**config.mk**
```make
export PLATFORM = sky130hd
export DESIGN_NAME = alpha_premultiply_unit
export DESIGN_NICKNAME = d
export VERILOG_FILES = /design/src/rtl/apu_pkg.sv /design/src/rtl/alpha_premultiply_unit.sv
export SDC_FILE = /design/constraint.sdc
export NUM_CORES = 2
export LEC_CHECK = 0
export BUFFER_PORTS_ARGS = -buffer_cell sky130_fd_sc_hd__buf_2
export CAP_MARGIN = 5
export CELL_PAD_IN_SITES_DETAIL_PLACEMENT = 1
export CELL_PAD_IN_SITES_GLOBAL_PLACEMENT = 2
export CORE_UTILIZATION = 47
export CTS_BUF_LIST = sky130_fd_sc_hd__clkbuf_8
export DETAILED_ROUTE_END_ITERATION = 8
export GPL_ROUTABILITY_DRIVEN = 0
export GPL_TIMING_DRIVEN = 0
export PLACE_DENSITY_LB_ADDON = 0.1
export SYNTH_ARGS = -nofsm -noshare
export SYNTH_HDL_FRONTEND = slang
export SYNTH_SLANG_ARGS = --single-unit
```
**constraint.sdc**
```tcl
create_clock -name aclk -period 34.3 [get_ports aclk]
set_input_delay 1.715 -clock aclk [delete_from_list [all_inputs] [get_ports aclk]]
set_output_delay 1.715 -clock aclk [all_outputs]
set_load 0.02 [all_outputs]
```
**src/rtl/apu_pkg.sv**
```systemverilog
// Package for the alpha premultiply unit: payload structs, register codes,
// widths and the maximum sample value helper.
// Depends on nothing; every file of the unit imports it.
package apu_pkg;

    localparam int DATA_W          = 16;
    localparam int PROD_W          = 2 * DATA_W;
    localparam int NUM_COLORS      = 3;
    localparam int SAMPLE_WIDTH_DEF = 16;

    // Configuration port.
    localparam int CFG_ADDR_W = 1;
    localparam int CFG_DATA_W = 5;
    localparam logic [CFG_ADDR_W-1:0] REG_DIRECTION = 1'b0;
    localparam logic [CFG_ADDR_W-1:0] REG_BIT_DEPTH = 1'b1;

    localparam logic [CFG_DATA_W-1:0] BIT_DEPTH_MIN   = 5'd8;
    localparam logic [CFG_DATA_W-1:0] BIT_DEPTH_RESET = 5'd8;

    // Restoring divider layout: one quotient bit per step.
    localparam int DIV_BITS_PER_STAGE = 4;
    localparam int DIV_STAGES         = DATA_W / DIV_BITS_PER_STAGE;

    typedef struct packed {
        logic [DATA_W-1:0] red_in;
        logic [DATA_W-1:0] green_in;
        logic [DATA_W-1:0] blue_in;
        logic [DATA_W-1:0] alpha_in;
    } pixel_in_t;

    typedef struct packed {
        logic [DATA_W-1:0] red_out;
        logic [DATA_W-1:0] green_out;
        logic [DATA_W-1:0] blue_out;
        logic [DATA_W-1:0] alpha_out;
    } pixel_out_t;

    // Per-color state of the divider.
    typedef struct packed {
        logic [DATA_W-1:0] rem;
        logic [DATA_W-1:0] num;
        logic [DATA_W-1:0] quo;
        logic              sat;
    } div_lane_t;

    // Per-pixel values that travel alongside the color lanes.
    typedef struct packed {
        logic [DATA_W-1:0] alpha;
        logic [DATA_W-1:0] divisor;
        logic [DATA_W-1:0] maxv;
        logic              zero;
    } pix_ctx_t;

    // Maximum sample value for a bit depth, with the depth clamped to the
    // range from eight bits up to the sample width.
    function automatic logic [DATA_W-1:0] sample_max(
        input logic [CFG_DATA_W-1:0] bit_depth,
        input logic [CFG_DATA_W-1:0] sample_width
    );
        logic [CFG_DATA_W-1:0] bd;
        logic [DATA_W:0]       one_hot;
        bd = bit_depth;
        if (bd < BIT_DEPTH_MIN) begin
            bd = BIT_DEPTH_MIN;
        end
        if (bd > sample_width) begin
            bd = sample_width;
        end
        one_hot = (DATA_W + 1)'(1) << bd;
        return DATA_W'(one_hot - (DATA_W + 1)'(1));
    endfunction

endpackage

```
**src/rtl/alpha_premultiply_unit.sv**
```systemverilog
// Alpha premultiply / unpremultiply unit: top level with the full pipeline.
// Depends on apu_pkg (payload structs, register codes, sample_max).
//
// Pipeline: the input transfer edge itself loads the first of the seven register
// stages, and the result on m_data comes from the last one.
// Throughput: one pixel per cycle while m_ready does not stall the output stage.
// Reset: aresetn (synchronous, active low) empties the pipeline, sets
// direction to premultiply and bit depth to 8.
module alpha_premultiply_unit #(
    parameter int SAMPLE_WIDTH = apu_pkg::SAMPLE_WIDTH_DEF
) (
    input  logic                             aclk,
    input  logic                             aresetn,
    // Configuration write port.
    input  logic                             cfg_wr_en,
    input  logic [apu_pkg::CFG_ADDR_W-1:0]   cfg_addr,
    input  logic [apu_pkg::CFG_DATA_W-1:0]   cfg_wr_data,
    // Input pixel channel.
    input  logic                             s_valid,
    output logic                             s_ready,
    input  apu_pkg::pixel_in_t               s_data,
    // Result pixel channel.
    output logic                             m_valid,
    input  logic                             m_ready,
    output apu_pkg::pixel_out_t              m_data
);
    import apu_pkg::*;

    // Both operations reduce to one form: color * mult / divisor.
    // Premultiply uses mult = alpha and divisor = max; unpremultiply uses
    // mult = max and divisor = alpha. The same restoring divider then serves
    // both directions. The stages are:
    //   stage 0           16x16 multiply per color, operand selection
    //   stage 1           overflow check, divider setup
    //   stages 2 .. 5     four quotient bits per stage
    //   stage 6           saturation and the output register
    localparam int NSTG   = DIV_STAGES + 3;
    localparam int S_MUL  = 0;
    localparam int S_INIT = 1;
    localparam int S_OUT  = NSTG - 1;
    localparam logic [CFG_DATA_W-1:0] SW5 = CFG_DATA_W'(SAMPLE_WIDTH);

    // ------------------------------------------------------------------
    // Configuration registers. The maximum sample value is computed at
    // the write so that no shift sits in front of the multipliers.
    // ------------------------------------------------------------------
    logic              direction_reg;
    logic [DATA_W-1:0] maxv_reg;

    always_ff @(posedge aclk) begin
        if (!aresetn) begin
            direction_reg <= 1'b0;
            maxv_reg      <= sample_max(BIT_DEPTH_RESET, SW5);
        end else if (cfg_wr_en) begin
            case (cfg_addr)
                REG_DIRECTION: direction_reg <= cfg_wr_data[0];
                REG_BIT_DEPTH: maxv_reg      <= sample_max(cfg_wr_data, SW5);
                default: ;
            endcase
        end
    end

    // ------------------------------------------------------------------
    // Flow control. Each stage loads when it is empty or when the stage
    // after it is loading, so bubbles close up and a stalled output still
    // lets earlier stages fill.
    // ------------------------------------------------------------------
    logic [NSTG-1:0] vld_reg;
    logic [NSTG:0]   adv;

    assign adv[NSTG] = m_ready;

    for (genvar i = 0; i < NSTG; i++) begin : g_flow
        assign adv[i] = !vld_reg[i] || adv[i+1];

        always_ff @(posedge aclk) begin
            if (!aresetn) begin
                vld_reg[i] <= 1'b0;
            end else if (adv[i]) begin
                vld_reg[i] <= (i == 0) ? s_valid : vld_reg[(i == 0) ? 0 : i-1];
            end
        end
    end

    assign s_ready = adv[0];
    assign m_valid = vld_reg[S_OUT];

    // Context registers for stages 0 .. NSTG-2; the output stage keeps only
    // the finished pixel.
    pix_ctx_t ctx_reg [NSTG-1];

    // ------------------------------------------------------------------
    // Stage 0: operand selection and one multiplier per color.
    // ------------------------------------------------------------------
    logic [DATA_W-1:0] color_in [NUM_COLORS];
    logic [DATA_W-1:0] mult_op;
    pix_ctx_t          ctx_next;
    logic [PROD_W-1:0] prod_reg [NUM_COLORS];

    assign color_in[0] = s_data.red_in;
    assign color_in[1] = s_data.green_in;
    assign color_in[2] = s_data.blue_in;

    always_comb begin
        ctx_next.alpha   = s_data.alpha_in;
        ctx_next.maxv    = maxv_reg;
        ctx_next.divisor = direction_reg ? s_data.alpha_in : maxv_reg;
        ctx_next.zero    = direction_reg && (s_data.alpha_in == '0);
        mult_op          = direction_reg ? maxv_reg : s_data.alpha_in;
    end

    always_ff @(posedge aclk) begin
        if (adv[S_MUL]) begin
            ctx_reg[S_MUL] <= ctx_next;
            for (int c = 0; c < NUM_COLORS; c++) begin
                prod_reg[c] <= PROD_W'(color_in[c]) * PROD_W'(mult_op);
            end
        end
    end

    // ------------------------------------------------------------------
    // Stage 1: a quotient of 2^16 or more is caught here, so the divider
    // only has to produce sixteen bits. The upper product half is already
    // below the divisor when there is no overflow.
    // ------------------------------------------------------------------
    div_lane_t init_reg [NUM_COLORS];

    always_ff @(posedge aclk) begin
        if (adv[S_INIT]) begin
            ctx_reg[S_INIT] <= ctx_reg[S_MUL];
            for (int c = 0; c < NUM_COLORS; c++) begin
                init_reg[c].rem <= prod_reg[c][PROD_W-1:DATA_W];
                init_reg[c].num <= prod_reg[c][DATA_W-1:0];
                init_reg[c].quo <= '0;
                init_reg[c].sat <= prod_reg[c][PROD_W-1:DATA_W] >= ctx_reg[S_MUL].divisor;
            end
        end
    end

    // ------------------------------------------------------------------
    // Stages 2 .. 5: restoring division, four bits per stage.
    // ------------------------------------------------------------------
    function automatic div_lane_t div_step(input div_lane_t l, input logic [DATA_W-1:0] d);
        logic [DATA_W:0] t;
        logic [DATA_W:0] diff;
        div_lane_t       r;
        r     = l;
        t     = {l.rem, l.num[DATA_W-1]};
        diff  = t - {1'b0, d};
        r.num = {l.num[DATA_W-2:0], 1'b0};
        if (t >= {1'b0, d}) begin
            r.rem = diff[DATA_W-1:0];
            r.quo = {l.quo[DATA_W-2:0], 1'b1};
        end else begin
            r.rem = t[DATA_W-1:0];
            r.quo = {l.quo[DATA_W-2:0], 1'b0};
        end
        return r;
    endfunction

    div_lane_t div_reg [DIV_STAGES][NUM_COLORS];

    for (genvar k = 0; k < DIV_STAGES; k++) begin : g_div
        div_lane_t lane_in   [NUM_COLORS];
        div_lane_t lane_next [NUM_COLORS];

        for (genvar c = 0; c < NUM_COLORS; c++) begin : g_lane
            if (k == 0) begin : g_first
                assign lane_in[c] = init_reg[c];
            end else begin : g_rest
                assign lane_in[c] = div_reg[k-1][c];
            end

            always_comb begin
                lane_next[c] = lane_in[c];
                for (int b = 0; b < DIV_BITS_PER_STAGE; b++) begin
                    lane_next[c] = div_step(lane_next[c], ctx_reg[S_INIT+k].divisor);
                end
            end
        end

        always_ff @(posedge aclk) begin
            if (adv[S_INIT+1+k]) begin
                for (int c = 0; c < NUM_COLORS; c++) begin
                    div_reg[k][c] <= lane_next[c];
                end
                if (S_INIT + 1 + k < S_OUT) begin
                    ctx_reg[(S_INIT+1+k < S_OUT) ? S_INIT+1+k : 0] <= ctx_reg[S_INIT+k];
                end
            end
        end
    end

    // ------------------------------------------------------------------
    // Stage 6: saturate at max, force zero for a zero alpha when dividing,
    // and hold the result until it is taken.
    // ------------------------------------------------------------------
    pix_ctx_t          last_ctx;
    logic [DATA_W-1:0] color_next [NUM_COLORS];
    pixel_out_t        out_reg;

    assign last_ctx = ctx_reg[S_OUT-1];

    always_comb begin
        for (int c = 0; c < NUM_COLORS; c++) begin
            if (last_ctx.zero) begin
                color_next[c] = '0;
            end else if (div_reg[DIV_STAGES-1][c].sat ||
                         (div_reg[DIV_STAGES-1][c].quo > last_ctx.maxv)) begin
                color_next[c] = last_ctx.maxv;
            end else begin
                color_next[c] = div_reg[DIV_STAGES-1][c].quo;
            end
        end
    end

    always_ff @(posedge aclk) begin
        if (adv[S_OUT]) begin
            out_reg.red_out   <= color_next[0];
            out_reg.green_out <= color_next[1];
            out_reg.blue_out  <= color_next[2];
            out_reg.alpha_out <= last_ctx.alpha;
        end
    end

    assign m_data = out_reg;

    // ------------------------------------------------------------------
    // Assertions.
    // ------------------------------------------------------------------

    // An empty pipeline always takes a transfer.
    a_empty_ready: assert property (@(posedge aclk) disable iff (!aresetn)
        (vld_reg == '0) |-> s_ready)
        else $error("pipeline empty but s_ready low");

    // Pixels in flight change only by the transfers on the two channels.
    a_conserve: assert property (@(posedge aclk) disable iff (!aresetn)
        1'b1 |=> ($countones(vld_reg) == $past($countones(vld_reg))
                  + int'($past(s_valid && s_ready))
                  - int'($past(m_valid && m_ready))))
        else $error("pixel lost or duplicated inside the pipeline");

    // Results never exceed the maximum sample value.
    a_saturate: assert property (@(posedge aclk) disable iff (!aresetn)
        m_valid |-> (m_data.red_out <= maxv_reg) && (m_data.green_out <= maxv_reg)
                    && (m_data.blue_out <= maxv_reg))
        else $error("color result above maximum sample value");

endmodule
```
==> flow_metrics.py <==
metrics = {
    "run_status": {
        "outcome": "complete, no violations",
    },
    "setup_path": {
        "critPathArrivalTime_ns": 16.45,
        "crit_path_start_kind": "register",
        "endpoint_kind": "register",
        "r2r-start": "ctx_reg[3][18]$_DFFE_PP_",
        "worst-endpoint-required_ns": 35.00,
        "rrSetupSlack_ns": 18.54,
        "timing.rr.end": "div_reg[2][85]$_DFFE_PP_",
        "worstSetupPathType": "reg -> reg",
        "path_max_fanout": 18,
        "crit_slowest_cell": "a211oi_2",
        "rr_worst_depth": 52,
        "max_stage_delay_ns": 0.84,
    },
    "timing": {
        "post-route-period-util_pct": 45.9,
        "skew_ns": 0.0742,
        "relSlewSlack_pct": 10.6,
        "worst_pin_slew_ns": 1.34,
        "finalWorstPathRequiredPeriod_ns": 15.76,
        "setup_viol": 0,
        "slew_violations": 0,
        "tns_ns": 0,
        "hold_viol": 0,
        "max_freq_mhz": 63.5,
        "rsz0062_at_grt": "no",
    },
    "clock_tree": {
        "clk_latency_ns": 0.96,
        "cts.sinks": 909,
        "cts_tree": "built",
        "clk_path_buf_depth": 3,
        "cts_buffers": 154,
        "path_clk_slew_ns": 0.06,
        "postCtsHoldBufs": 0,
        "postCtsResizedCells": 0,
        "htreeDepth": 4,
        "clockRootBuffer": "clkbuf_8",
        "cts_setup_buffers": 0,
    },
    "floorplanning": {
        "die_area_um2": 209000,
        "rows": 166,
        "die_y_um": 458,
        "io_pins": 141,
        "core-area_um2": 205000,
        "die-width_um": 458,
        "start_util_pct": 47.5,
    },
    "placed_design": {
        "port-buffer-count": 140,
        "dp_hpwl_um": 264000,
    },
    "logic_synthesis": {
        "synth_top_area_share_pct": 27.2,
        "syn_area_um2": 97600,
        "postSynthCellCount": 10100,
        "yosysMostFrequentCell": "ha_1",
        "yosysWarningCount": 0,
        "synth_area_leaders": "edfxtp_1, ha_1, fa_1",
        "avgSynthCellArea_um2": 9.67,
        "async_flop_share_pct": 0,
        "ys.flop_type": "edfxtp_1",
        "synth_area_leader_cell": "edfxtp_1",
        "synthDistinctLibCells": 109,
        "synth_edf_count": 885,
        "yosys-top-cells-count": "ha_1, inv_1, nand2_1",
        "ys_ff_latch": 909,
        "yosysSeqAreaShare_pct": 27.7,
    },
    "detailed_routing": {
        "vias_per_cell": 5.86,
        "drtPass1Iterations": 5,
        "detail_route.wl_per_cell_um": 24.6,
        "vias": 77400,
        "drc_errors": 0,
        "final_antenna_net_count": 0,
        "drt_iter0_markers": 4347,
        "routed_wirelength_um": 325000,
    },
    "hold_path": {
        "hold_path_end": "div_reg[3][53]$_DFFE_PP_",
        "whs_path_depth": 0,
        "hp-class": "reg -> reg",
        "hp-start": "div_reg[2][49]$_DFFE_PP_",
    },
    "grt": {
        "grt_pass1_vias": 82900,
        "antenna_found_initial": 13,
        "grt_max_degree": 113,
        "grt_pass1_wl_um": 494000,
        "grt.overflow.total": 0,
        "grt_usage_pct": 30.7,
    },
    "run": {
        "maxCapViolations": 0,
    },
    "finish": {
        "largest_reg_flops": 348,
        "area_growth_pct": 7.64,
        "num-nets-final": 12300,
        "nFillCells": 23300,
        "drive_above_1_share_pct": 7.66,
    },
}
-- metal layers --
metal  track usage (%)  share of wire [%]  vias up
li1                  -                  -    36300
met1              37.5                 42    39000
met2              53.8                 49     1573
met3              2.82                3.4      548
met4              15.8                5.6        0
met5                 0                  0        -
-- worst max-delay path: cells and delay by family (launching register included) --
kind            cells  cell delay, ns
mux                 2            0.56
compound gates     27            8.56
buf+inv            11            2.80
fa+ha+maj           4            1.49
simple gates        8            1.28
flops               1            0.81
-- through the flow --
| stage | utilization (%) | instances | hold WS, ns | area [µm²] | setup slack [ns] |
|---|---|---|---|---|---|
| final | 51.1 | 13200 | 0.384 | 105000 | 18.54 |
| after global routing | 51.1 | 13200 | 0.347 | 105000 | 17.46 |
| after CTS | 51.1 | 13200 | 0.358 | 105000 | 18.48 |
| after detailed placement | 49.6 | 12900 | 0.406 | 102000 | 18.56 |
| after global placement | 49.5 | 12900 | 0.401 | 102000 | 18.66 |
| after floorplan | - | 10100 | 0.400 | 97600 | 22.13 |
-- how the worst max path moves through the flow --
| stage | startpoint | slack (ns) | endpoint |
|---|---|---|---|
| 6_report | ctx_reg[3][18]$_DFFE_PP_ | 18.54 | div_reg[2][85]$_DFFE_PP_ |
| 5_1_grt | ctx_reg[3][18]$_DFFE_PP_ | 17.46 | div_reg[2][37]$_DFFE_PP_ |
| 4_1_cts | ctx_reg[3][18]$_DFFE_PP_ | 18.48 | div_reg[2][85]$_DFFE_PP_ |
| 3_5_place_dp | ctx_reg[3][18]$_DFFE_PP_ | 18.56 | div_reg[2][85]$_DFFE_PP_ |
| 3_3_place_gp | ctx_reg[3][18]$_DFFE_PP_ | 18.66 | div_reg[2][88]$_DFFE_PP_ |
| 2_1_floorplan | ctx_reg[3][18]$_DFFE_PP_ | 22.13 | div_reg[2][82]$_DFFE_PP_ |
-- layout make-up --
cell class / count / area (µm²) / share of cell area (%)
inverters: 1128 / 4250 / 4.05
well taps: 2688 / 3360 / 3.20
diodes: 6 / 15.0 / 0.0143
flip-flops and latches: 909 / 27100 / 25.8
multi-input cells: 7812 / 65300 / 62.2
plain buffers: 245 / 1010 / 0.960
clock inverters: 124 / 966 / 0.920
repair buffers: 149 / 941 / 0.896
clock buffers: 154 / 2120 / 2.02
-- logic make-up (layout without fill, tap and decap cells) --
group / after synthesis / after routing / share of synthesized area, %
other: 1 / 8 / 0.00384
adder cells (fa/ha/maj): 1804 / 1804 / 28.0
AND/OR/NAND/NOR: 2761 / 2761 / 13.7
buffers and inverters: 1373 / 1800 / 5.37
XOR/XNOR: 586 / 586 / 5.26
flip-flops: 909 / 909 / 27.7
AO/OA/AOI/OAI: 2201 / 2201 / 14.9
multiplexers: 458 / 458 / 5.11
-- cell usage in the layout, fill, tap and decap left out, drive strengths merged, types with 150 or more instances in the layout --
master  count
a21o      289
a21oi     615
and2      320
buf       188
clkbuf    360
edfxtp    885
fa        627
ha       1177
inv      1176
mux2      315
nand2     955
nand2b    150
nor2      531
nor3      151
o21a      175
o21ai     464
xnor2     401
xor2      185
Power is left out: the tool's default activity adds up to more than one toggle a clock period on the data nets, which glitch-free logic cannot reach.
